<file path="src/design/ced_pkg.sv">
package ced_pkg;

  localparam int unsigned FifoDepth = 4;
  localparam int unsigned FifoAw    = $clog2(FifoDepth);

  localparam logic [7:0] ChNul   = 8'h00;
  localparam logic [7:0] ChBsl   = 8'h5C;
  localparam logic [7:0] ChQmark = 8'h3F;
  localparam logic [7:0] ChSq    = 8'h27;
  localparam logic [7:0] ChDq    = 8'h22;
  localparam logic [7:0] ChN     = 8'h6E;
  localparam logic [7:0] ChT     = 8'h74;
  localparam logic [7:0] ChV     = 8'h76;
  localparam logic [7:0] ChB     = 8'h62;
  localparam logic [7:0] ChR     = 8'h72;
  localparam logic [7:0] ChF     = 8'h66;
  localparam logic [7:0] ChA     = 8'h61;
  localparam logic [7:0] ChX     = 8'h78;
  localparam logic [7:0] Ch0     = 8'h30;
  localparam logic [7:0] Ch7     = 8'h37;
  localparam logic [7:0] Ch9     = 8'h39;
  localparam logic [7:0] ChUpA   = 8'h41;
  localparam logic [7:0] ChUpF   = 8'h46;
  localparam logic [7:0] ChLoF   = 8'h66;

  // one decoded input: up to four output words, term marks the last as terminator
  typedef struct packed {
    logic [2:0]      n;
    logic [3:0][7:0] bytes;
    logic            term;
  } cmd_t;

endpackage

</file>
<file path="src/design/ced_front.sv">
module ced_front import ced_pkg::*; (
  input  logic       clk_i,
  input  logic       rst_ni,
  input  logic       accept_i,
  input  logic [7:0] in_byte_i,
  output logic       cmd_push_o,
  output cmd_t       cmd_o
);

  typedef enum logic [1:0] {
    PhNormal,
    PhEscape,
    PhHex,
    PhOctal
  } phase_e;

  phase_e     phase_q, phase_d;
  logic [1:0] cnt_q, cnt_d;
  logic [8:0] val_q, val_d;

  logic [7:0] b;
  logic       is_oct, is_hex;
  logic [3:0] hex_d;
  logic       nb_emit;
  logic       nb_term;
  phase_e     nb_phase;
  logic [8:0] hex_val, oct_val;
  cmd_t       cmd;

  assign b = in_byte_i;
  assign is_oct = (b >= Ch0) && (b <= Ch7);

  always_comb begin
    is_hex = 1'b1;
    hex_d  = 4'd0;
    if ((b >= Ch0) && (b <= Ch9)) begin
      hex_d = b[3:0];
    end else if (((b >= ChUpA) && (b <= ChUpF)) || ((b >= ChA) && (b <= ChLoF))) begin
      hex_d = b[3:0] + 4'd9;
    end else begin
      is_hex = 1'b0;
    end
  end

  // byte handled as plain text
  assign nb_term  = (b == ChNul);
  assign nb_emit  = (b != ChBsl);
  assign nb_phase = (b == ChBsl) ? PhEscape : PhNormal;

  assign hex_val = {val_q[4:0], hex_d};
  assign oct_val = {val_q[5:0], b[2:0]};

  always_comb begin
    cmd     = '0;
    phase_d = PhNormal;
    cnt_d   = 2'd0;
    val_d   = 9'd0;
    case (phase_q)
      PhNormal: begin
        phase_d      = nb_phase;
        cmd.bytes[0] = b;
        cmd.n        = {2'b00, nb_emit};
        cmd.term     = nb_term;
      end
      PhEscape: begin
        cmd.n = 3'd1;
        case (b)
          ChN:     cmd.bytes[0] = 8'd10;
          ChT:     cmd.bytes[0] = 8'd9;
          ChV:     cmd.bytes[0] = 8'd11;
          ChB:     cmd.bytes[0] = 8'd8;
          ChR:     cmd.bytes[0] = 8'd13;
          ChF:     cmd.bytes[0] = 8'd12;
          ChA:     cmd.bytes[0] = 8'd7;
          ChBsl, ChQmark, ChSq, ChDq: cmd.bytes[0] = b;
          ChX: begin
            cmd.n   = 3'd0;
            phase_d = PhHex;
          end
          default: begin
            if (is_oct) begin
              cmd.n   = 3'd0;
              phase_d = PhOctal;
              cnt_d   = 2'd1;
              val_d   = {6'd0, b[2:0]};
            end else begin
              // unknown escape: backslash, then the byte as plain text
              cmd.bytes[0] = ChBsl;
              cmd.bytes[1] = b;
              cmd.n        = 3'd1 + {2'b00, nb_emit};
              cmd.term     = nb_term;
              phase_d      = nb_phase;
            end
          end
        endcase
      end
      PhHex: begin
        if (is_hex) begin
          if (cnt_q != 2'd0) begin
            cmd.n        = 3'd1;
            cmd.bytes[0] = hex_val[7:0];
          end else begin
            phase_d = PhHex;
            cnt_d   = 2'd1;
            val_d   = hex_val;
          end
        end else if (cnt_q == 2'd0) begin
          // bare \x
          cmd.bytes[0] = ChBsl;
          cmd.bytes[1] = ChX;
          cmd.bytes[2] = b;
          cmd.n        = 3'd2 + {2'b00, nb_emit};
          cmd.term     = nb_term;
          phase_d      = nb_phase;
        end else begin
          cmd.bytes[0] = val_q[7:0];
          cmd.bytes[1] = b;
          cmd.n        = 3'd1 + {2'b00, nb_emit};
          cmd.term     = nb_term;
          phase_d      = nb_phase;
        end
      end
      PhOctal: begin
        if (is_oct) begin
          if (cnt_q == 2'd2) begin
            if (oct_val[8]) begin
              cmd.n        = 3'd4;
              cmd.bytes[0] = ChBsl;
              cmd.bytes[1] = {5'b00110, oct_val[8:6]};
              cmd.bytes[2] = {5'b00110, oct_val[5:3]};
              cmd.bytes[3] = {5'b00110, oct_val[2:0]};
            end else begin
              cmd.n        = 3'd1;
              cmd.bytes[0] = oct_val[7:0];
            end
          end else begin
            phase_d = PhOctal;
            cnt_d   = cnt_q + 2'd1;
            val_d   = oct_val;
          end
        end else begin
          cmd.bytes[0] = val_q[7:0];
          cmd.bytes[1] = b;
          cmd.n        = 3'd1 + {2'b00, nb_emit};
          cmd.term     = nb_term;
          phase_d      = nb_phase;
        end
      end
      default: ;
    endcase
  end

  assign cmd_o      = cmd;
  assign cmd_push_o = accept_i && (cmd.n != 3'd0);

  always_ff @(posedge clk_i or negedge rst_ni) begin
    if (!rst_ni) begin
      phase_q <= PhNormal;
      cnt_q   <= 2'd0;
      val_q   <= 9'd0;
    end else if (accept_i) begin
      phase_q <= phase_d;
      cnt_q   <= cnt_d;
      val_q   <= val_d;
    end
  end

endmodule

</file>
<file path="src/design/ced_fifo.sv">
module ced_fifo import ced_pkg::*; (
  input  logic clk_i,
  input  logic rst_ni,
  input  logic push_i,
  input  cmd_t wdata_i,
  output logic full_o,
  input  logic pop_i,
  output cmd_t rdata_o,
  output logic empty_o
);

  cmd_t              mem_q [FifoDepth];
  logic [FifoAw-1:0] wptr_q, rptr_q;
  logic [FifoAw:0]   cnt_q;
  logic              do_push, do_pop;

  assign full_o  = (cnt_q == (FifoAw+1)'(FifoDepth));
  assign empty_o = (cnt_q == '0);
  assign rdata_o = mem_q[rptr_q];
  assign do_push = push_i && !full_o;
  assign do_pop  = pop_i && !empty_o;

  always_ff @(posedge clk_i) begin
    if (do_push) begin
      mem_q[wptr_q] <= wdata_i;
    end
  end

  always_ff @(posedge clk_i or negedge rst_ni) begin
    if (!rst_ni) begin
      wptr_q <= '0;
      rptr_q <= '0;
      cnt_q  <= '0;
    end else begin
      if (do_push) begin
        wptr_q <= (wptr_q == FifoAw'(FifoDepth - 1)) ? '0 : wptr_q + 1'b1;
      end
      if (do_pop) begin
        rptr_q <= (rptr_q == FifoAw'(FifoDepth - 1)) ? '0 : rptr_q + 1'b1;
      end
      if (do_push && !do_pop) begin
        cnt_q <= cnt_q + 1'b1;
      end else if (do_pop && !do_push) begin
        cnt_q <= cnt_q - 1'b1;
      end
    end
  end

endmodule

</file>
<file path="src/design/ced_back.sv">
module ced_back import ced_pkg::*; (
  input  logic       clk_i,
  input  logic       rst_ni,
  input  cmd_t       cmd_i,
  input  logic       cmd_empty_i,
  output logic       cmd_pop_o,
  output logic       empty_o,
  input  logic       pop_i,
  output logic [7:0] out_byte_o,
  output logic       run_last_o,
  output logic       string_end_o
);

  logic [1:0] idx_q;
  logic       valid_q;
  logic [7:0] byte_q;
  logic       last_q, end_q;
  logic       load, is_last;

  assign load      = !cmd_empty_i && (!valid_q || pop_i);
  assign is_last   = (({1'b0, idx_q} + 3'd1) == cmd_i.n);
  assign cmd_pop_o = load && is_last;

  always_ff @(posedge clk_i or negedge rst_ni) begin
    if (!rst_ni) begin
      idx_q   <= 2'd0;
      valid_q <= 1'b0;
    end else begin
      if (load) begin
        valid_q <= 1'b1;
        idx_q   <= is_last ? 2'd0 : idx_q + 2'd1;
      end else if (pop_i) begin
        valid_q <= 1'b0;
      end
    end
  end

  always_ff @(posedge clk_i) begin
    if (load) begin
      byte_q <= cmd_i.bytes[idx_q];
      last_q <= is_last;
      end_q  <= is_last && cmd_i.term;
    end
  end

  assign empty_o      = !valid_q;
  assign out_byte_o   = byte_q;
  assign run_last_o   = last_q;
  assign string_end_o = end_q;

endmodule

</file>
<file path="src/design/c_escape_sequence_decoder.sv">
// Decodes C escape sequences in a byte stream; a zero byte ends the string and comes out
// with string_end set. One input word is taken every cycle while full is low: the decoder
// front classifies it combinationally and queues the words it causes (0 to 4) in a
// four-entry command queue. The back end delivers one result word per cycle from an output
// register while pop is high, so the sustained rate is one input per cycle as long as each
// input yields at most one word; longer bursts (unknown escapes, bare \x, octal above 255,
// cut-short hex or octal) drain one word per cycle, can fill the queue and so raise full.
module c_escape_sequence_decoder import ced_pkg::*; (
  input  logic       clk_i,
  input  logic       rst_ni,
  input  logic       push,
  output logic       full,
  input  logic [7:0] in_byte_i,
  output logic       empty,
  input  logic       pop,
  output logic [7:0] out_byte_o,
  output logic       run_last_o,
  output logic       string_end_o
);

  logic accept;
  logic cmd_push, cmd_pop, cmd_empty;
  cmd_t cmd_in, cmd_out;

  assign accept = push && !full;

  ced_front u_front (
    .clk_i      (clk_i),
    .rst_ni     (rst_ni),
    .accept_i   (accept),
    .in_byte_i  (in_byte_i),
    .cmd_push_o (cmd_push),
    .cmd_o      (cmd_in)
  );

  ced_fifo u_fifo (
    .clk_i   (clk_i),
    .rst_ni  (rst_ni),
    .push_i  (cmd_push),
    .wdata_i (cmd_in),
    .full_o  (full),
    .pop_i   (cmd_pop),
    .rdata_o (cmd_out),
    .empty_o (cmd_empty)
  );

  ced_back u_back (
    .clk_i        (clk_i),
    .rst_ni       (rst_ni),
    .cmd_i        (cmd_out),
    .cmd_empty_i  (cmd_empty),
    .cmd_pop_o    (cmd_pop),
    .empty_o      (empty),
    .pop_i        (pop),
    .out_byte_o   (out_byte_o),
    .run_last_o   (run_last_o),
    .string_end_o (string_end_o)
  );

endmodule
</file>
<file path="config.mk">
export PLATFORM = sky130hd
export DESIGN_NAME = c_escape_sequence_decoder
export DESIGN_NICKNAME = d
export VERILOG_FILES = /design/src/design/ced_pkg.sv /design/src/design/ced_front.sv /design/src/design/ced_fifo.sv /design/src/design/ced_back.sv /design/src/design/c_escape_sequence_decoder.sv
export SDC_FILE = /design/constraint.sdc
export NUM_CORES = 1
export LEC_CHECK = 0
export CAP_MARGIN = 10
export CORE_MARGIN = 5
export CORE_UTILIZATION = 56
export CTS_CLUSTER_SIZE = 20
export DETAILED_ROUTE_END_ITERATION = 16
export DONT_BUFFER_PORTS = 1
export GPL_TIMING_DRIVEN = 0
export PLACE_DENSITY = 0.71
export REMOVE_ABC_BUFFERS = 1
export SLEW_MARGIN = 30
export SYNTH_ARGS = -nofsm -noshare
export SYNTH_HDL_FRONTEND = slang
export SYNTH_SLANG_ARGS = --single-unit
</file>
<file path="constraint.sdc">
create_clock -name clk_i -period 4.6 [get_ports clk_i]
set_input_delay 0.92 -clock clk_i [delete_from_list [all_inputs] [get_ports clk_i]]
set_output_delay 0.92 -clock clk_i [all_outputs]
set_load 0.02 [all_outputs]
</file>
==> qor.log <==
qor: outcome.run_status completed
qor: clock_network.cts_resized 0
qor: drt.drt-vias-per-instance 6.40
qor: die.floorplan.io_pins 24
qor: clock_network.tritoncts built
qor: cells_and_area.non_filler_cells_final 700
qor: critical_path.path_max_fanout 12
qor: critical_path.critPathSlowestCell sky130_fd_sc_hd__or4b_4
qor: logic_synthesis.ys.warnings.count 0
qor: sta.rsz0062_at_grt false
qor: cells_and_area.final_core_density 0.632
qor: power.static-leakage-power 0.00291 uW
qor: critical_path.timing.reg2reg.worst_path_depth 12
qor: grt.globalRouteTotalUtil 0.230
qor: logic_synthesis.netlist_instances 518
qor: drt.routed_wire_length 17000 um
qor: run.max-cap-violations 0
qor: logic_synthesis.syn_area 0.00754 mm^2
qor: critical_path.cp-end-kind register
qor: drt.dr_drc_count 0
qor: placement.port_buffers 0
qor: die.core_region_area 0.0132 mm^2
qor: sta.min_period_over_period 0.947
qor: sta.period_minus_slack 4.35 ns
qor: drt.drtAntennaViolNets 0
qor: critical_path.worstSetupEndpoint u_fifo.cnt_q[1]$_DFFE_PN0P_
qor: sta.skew 0.00837 ns
qor: drt.num_vias 4482
qor: critical_path.critPathMostFrequentCell sky130_fd_sc_hd__inv_1
qor: drt.routed-wl-met2 8120 um
qor: die.rows 42
qor: power.power_per_cell_area 568 mW/mm^2
qor: die.die_area 0.0159 mm^2
qor: grt.grt_overflow 0
qor: cells_and_area.number_of_diodes 0
qor: logic_synthesis.avgSynthCellArea 14.6 um^2
qor: clock_network.cts_num_sinks 160
qor: critical_path.worst-endpoint-arrival 4.66 ns
qor: die.floorplan.initialDensity 0.569
qor: logic_synthesis.ys_async_sr_fraction 0.138
qor: critical_path.r2r_slack 0.56 ns
qor: clock_network.cts.clk_slew.worst_paths 0.06 ns
qor: logic_synthesis.yosys.cell_types.count 66
qor: sta.report.final.setup_viol 0
qor: drt.drtPass1Iterations 5
qor: logic_synthesis.ys_ff_latch 160
qor: clock_network.cts.htree.levels 4
qor: logic_synthesis.synth.yosys.seq_area_share 0.623
qor: clock_network.cts_inserted_buffers 17
qor: critical_path.setup.worst_path.start in_byte_i[0]
qor: placement.place_hpwl 11300 um
qor: logic_synthesis.synth_enable_flop_cells 138
qor: placement.place.gp.congestion 0.980
qor: grt.antenna_violations_before_repair 0
qor: critical_path.critical_path_required 4.91 ns
qor: sta.max_slew_margin 0.435
qor: drt.top_layer_used met4
qor: die.die_w 126 um
qor: drt.drtIter0Drc 493
qor: placement.post-place-cells 668
qor: cells_and_area.final_nets 536
qor: min_path.holdCritPathClass in -> async
qor: drt.dr_wl_met3 895 um
qor: clock_network.root_buffer sky130_fd_sc_hd__clkbuf_16
qor: critical_path.crit-reg2reg-launch u_front.cnt_q[1]$_DFFE_PN0P_
qor: power.peakVddDrop 0.305 mV
qor: die.floorplan.die.height 126 um
qor: sta.max_freq 0.230 GHz
qor: clock_network.clock_path_buffers 2
qor: clock_network.worstSkewPairLatency 0.42 ns
qor: drt.route.detailed.wl_per_inst 24.3 um
qor: sta.worst_pin_slew 0.837 ns
qor: critical_path.timing_worst_setup_path_type in -> reg
qor: cells_and_area.layout_overhead_on_the_synthesized_area 11.0%
qor: critical_path.cp_top_family simple AND/OR/NAND/NOR gates
qor: critical_path.timing.critical_path.cells inv_1 -> ha_1 -> nor3b_1 -> nor4_4 -> a21oi_2 -> nor2_1 -> or4b_4 -> o31ai_4 -> inv_1 -> ha_1 -> inv_1 -> fa_1 -> mux2_2
qor: grt.grt_start_max_net_pins 30
qor: critical_path.worst_path_largest_cell_delay 0.61 ns
qor: critical_path.regToRegEndpoint u_fifo.cnt_q[1]$_DFFE_PN0P_
qor: sta.final-max-slew-violation-count 0
qor: cells_and_area.post_route_cells_drive_above_1_share 0.179
qor: grt.grt_pass1_vias 4666
qor: grt.grt_pass1_wl 27400 um
qor: drt.met1Wirelength 7630 um
qor: critical_path.cp.buffers_inverters 3
qor: sta.hold_viol_final 0
qor: critical_path.worstSetupStartpointType primary input
qor: clock_network.cts_post_setup_buffers_inserted 0
qor: critical_path.timing.critical_path.depth 13
qor: logic_synthesis.postSynth.topFlopCell sky130_fd_sc_hd__edfxtp_1
==> final cells by class <==
type | count | area (um^2)
repair buffers | 7 | 165
multi-input cells | 303 | 2660
clock inverters | 9 | 85.1
flip-flops and latches | 160 | 4700
inverters | 22 | 82.6
fillers | 981 | 4880
clock buffers | 23 | 458
well taps | 176 | 220
==> where the power goes <==
part	internal [uW]	leakage [uW]	switching, uW
logic	625	0.00109	599
clock network	757	0.000258	541
registers	1960	0.00156	266
total	3350	0.00291	1410
==> cell usage in the layout (no fill, tap or decap), types with 10 or more instances in the layout <==
master,synthesis,layout
sky130_fd_sc_hd__nand2_1,37,37
sky130_fd_sc_hd__o21ai_0,22,22
sky130_fd_sc_hd__nor2_1,30,26
sky130_fd_sc_hd__mux4_2,37,37
sky130_fd_sc_hd__nor3_1,10,10
sky130_fd_sc_hd__dfrtp_1,22,20
sky130_fd_sc_hd__ha_1,12,12
sky130_fd_sc_hd__a21oi_1,16,16
sky130_fd_sc_hd__edfxtp_1,138,138
sky130_fd_sc_hd__inv_1,22,22
sky130_fd_sc_hd__clkbuf_16,0,17
==> timing repair <==
item	CTS	global route
hold buffers	0	0
endpoints found under the hold margin	0	0
setup endpoints to repair	0	1
==> Yosys cell counts (3+ instances only) <==
master | n | area (um^2)
sky130_fd_sc_hd__nand2_1 | 37 | 139
sky130_fd_sc_hd__clkbuf_1 | 16 | 60.1
sky130_fd_sc_hd__a211oi_1 | 6 | 45.0
sky130_fd_sc_hd__nor2_1 | 30 | 113
sky130_fd_sc_hd__xnor2_1 | 3 | 26.3
sky130_fd_sc_hd__nand2b_1 | 7 | 43.8
sky130_fd_sc_hd__mux2i_1 | 3 | 30.0
sky130_fd_sc_hd__a221oi_1 | 7 | 61.3
sky130_fd_sc_hd__mux4_2 | 37 | 833
sky130_fd_sc_hd__xor2_1 | 5 | 43.8
sky130_fd_sc_hd__nand3b_1 | 7 | 52.6
sky130_fd_sc_hd__ha_1 | 12 | 150
sky130_fd_sc_hd__and3_1 | 5 | 31.3
sky130_fd_sc_hd__and2_1 | 8 | 50.1
sky130_fd_sc_hd__edfxtp_1 | 138 | 4140
sky130_fd_sc_hd__nand3_1 | 8 | 40.0
sky130_fd_sc_hd__a21o_1 | 8 | 60.1
sky130_fd_sc_hd__buf_1 | 7 | 26.3
sky130_fd_sc_hd__buf_2 | 9 | 45.0
sky130_fd_sc_hd__o22ai_1 | 8 | 50.1
sky130_fd_sc_hd__inv_1 | 22 | 82.6
sky130_fd_sc_hd__mux2_2 | 3 | 33.8
sky130_fd_sc_hd__a21oi_1 | 16 | 80.1
sky130_fd_sc_hd__nor3_1 | 10 | 50.1
sky130_fd_sc_hd__o21ai_0 | 22 | 110
sky130_fd_sc_hd__a22o_1 | 7 | 61.3
sky130_fd_sc_hd__nor2b_1 | 5 | 31.3
sky130_fd_sc_hd__dfrtp_1 | 22 | 551
==> layer usage <==
layer | track usage | up-vias
li1 | - | 2007
met3 | 0.0622 | 30
met4 | 0.0808 | 0
met1 | 0.324 | 2307
met2 | 0.351 | 138
met5 | 0 | -
==> metrics by stage <==
stage | total power (uW) | hold slack (ns) | setup WS (ns) | area [um^2] | TNS (ns)
6_report | 4750 | 0.187 | 0.245 | 8370 | 0
3_5_place_dp | 3490 | 0.481 | -0.219 | 7820 | -0.301
3_3_place_gp | 3350 | 0.474 | -1.49 | 7620 | -185.07
4_1_cts | 4800 | 0.163 | 0.223 | 8370 | 0
5_1_grt | 5000 | 0.157 | 0.0540 | 8370 | 0
2_1_floorplan | 3050 | 0.456 | 0.158 | 7400 | 0
==> flip-flops by register name, indices dropped and copies added, names as in the netlist <==
signal,flops
u_back.string_end_o,1
u_back.run_last_o,1
u_front.phase_q,2
u_back.valid_q,1
u_back.idx_q,2
u_fifo.mem_q,128
u_front.cnt_q,2
u_front.val_q,8
u_back.out_byte_o,8
u_fifo.wptr_q,2
u_fifo.rptr_q,2
u_fifo.cnt_q,3
==> worst min-delay path by stage <==
stage	from	endpoint	slack, ns	cells past startpoint
finish	rst_ni	u_fifo.cnt_q[0]$_DFFE_PN0P_	0.19	0
floorplan	u_fifo.cnt_q[2]$_DFFE_PN0P_	u_fifo.cnt_q[2]$_DFFE_PN0P_	0.46	1
detailed placement	u_fifo.cnt_q[2]$_DFFE_PN0P_	u_fifo.cnt_q[2]$_DFFE_PN0P_	0.48	1
global placement	u_fifo.cnt_q[2]$_DFFE_PN0P_	u_fifo.cnt_q[2]$_DFFE_PN0P_	0.47	1
global route	rst_ni	u_back.idx_q[0]$_DFFE_PN0P_	0.16	0
CTS	rst_ni	u_fifo.cnt_q[0]$_DFFE_PN0P_	0.16	0
==> cell families (layout without fill, tap and decap cells) <==
group / Yosys count / after routing / synth area share
AO/OA/AOI/OAI: 105 / 105 / 0.0996
adder cells (fa/ha/maj): 13 / 13 / 0.0226
XOR/XNOR: 8 / 8 / 0.00929
multiplexers: 45 / 45 / 0.123
buffers and inverters: 55 / 61 / 0.0299
flip-flops: 160 / 160 / 0.623
AND/OR/NAND/NOR: 132 / 132 / 0.0931
No activity file was read; power rests on OpenSTA's default activity.
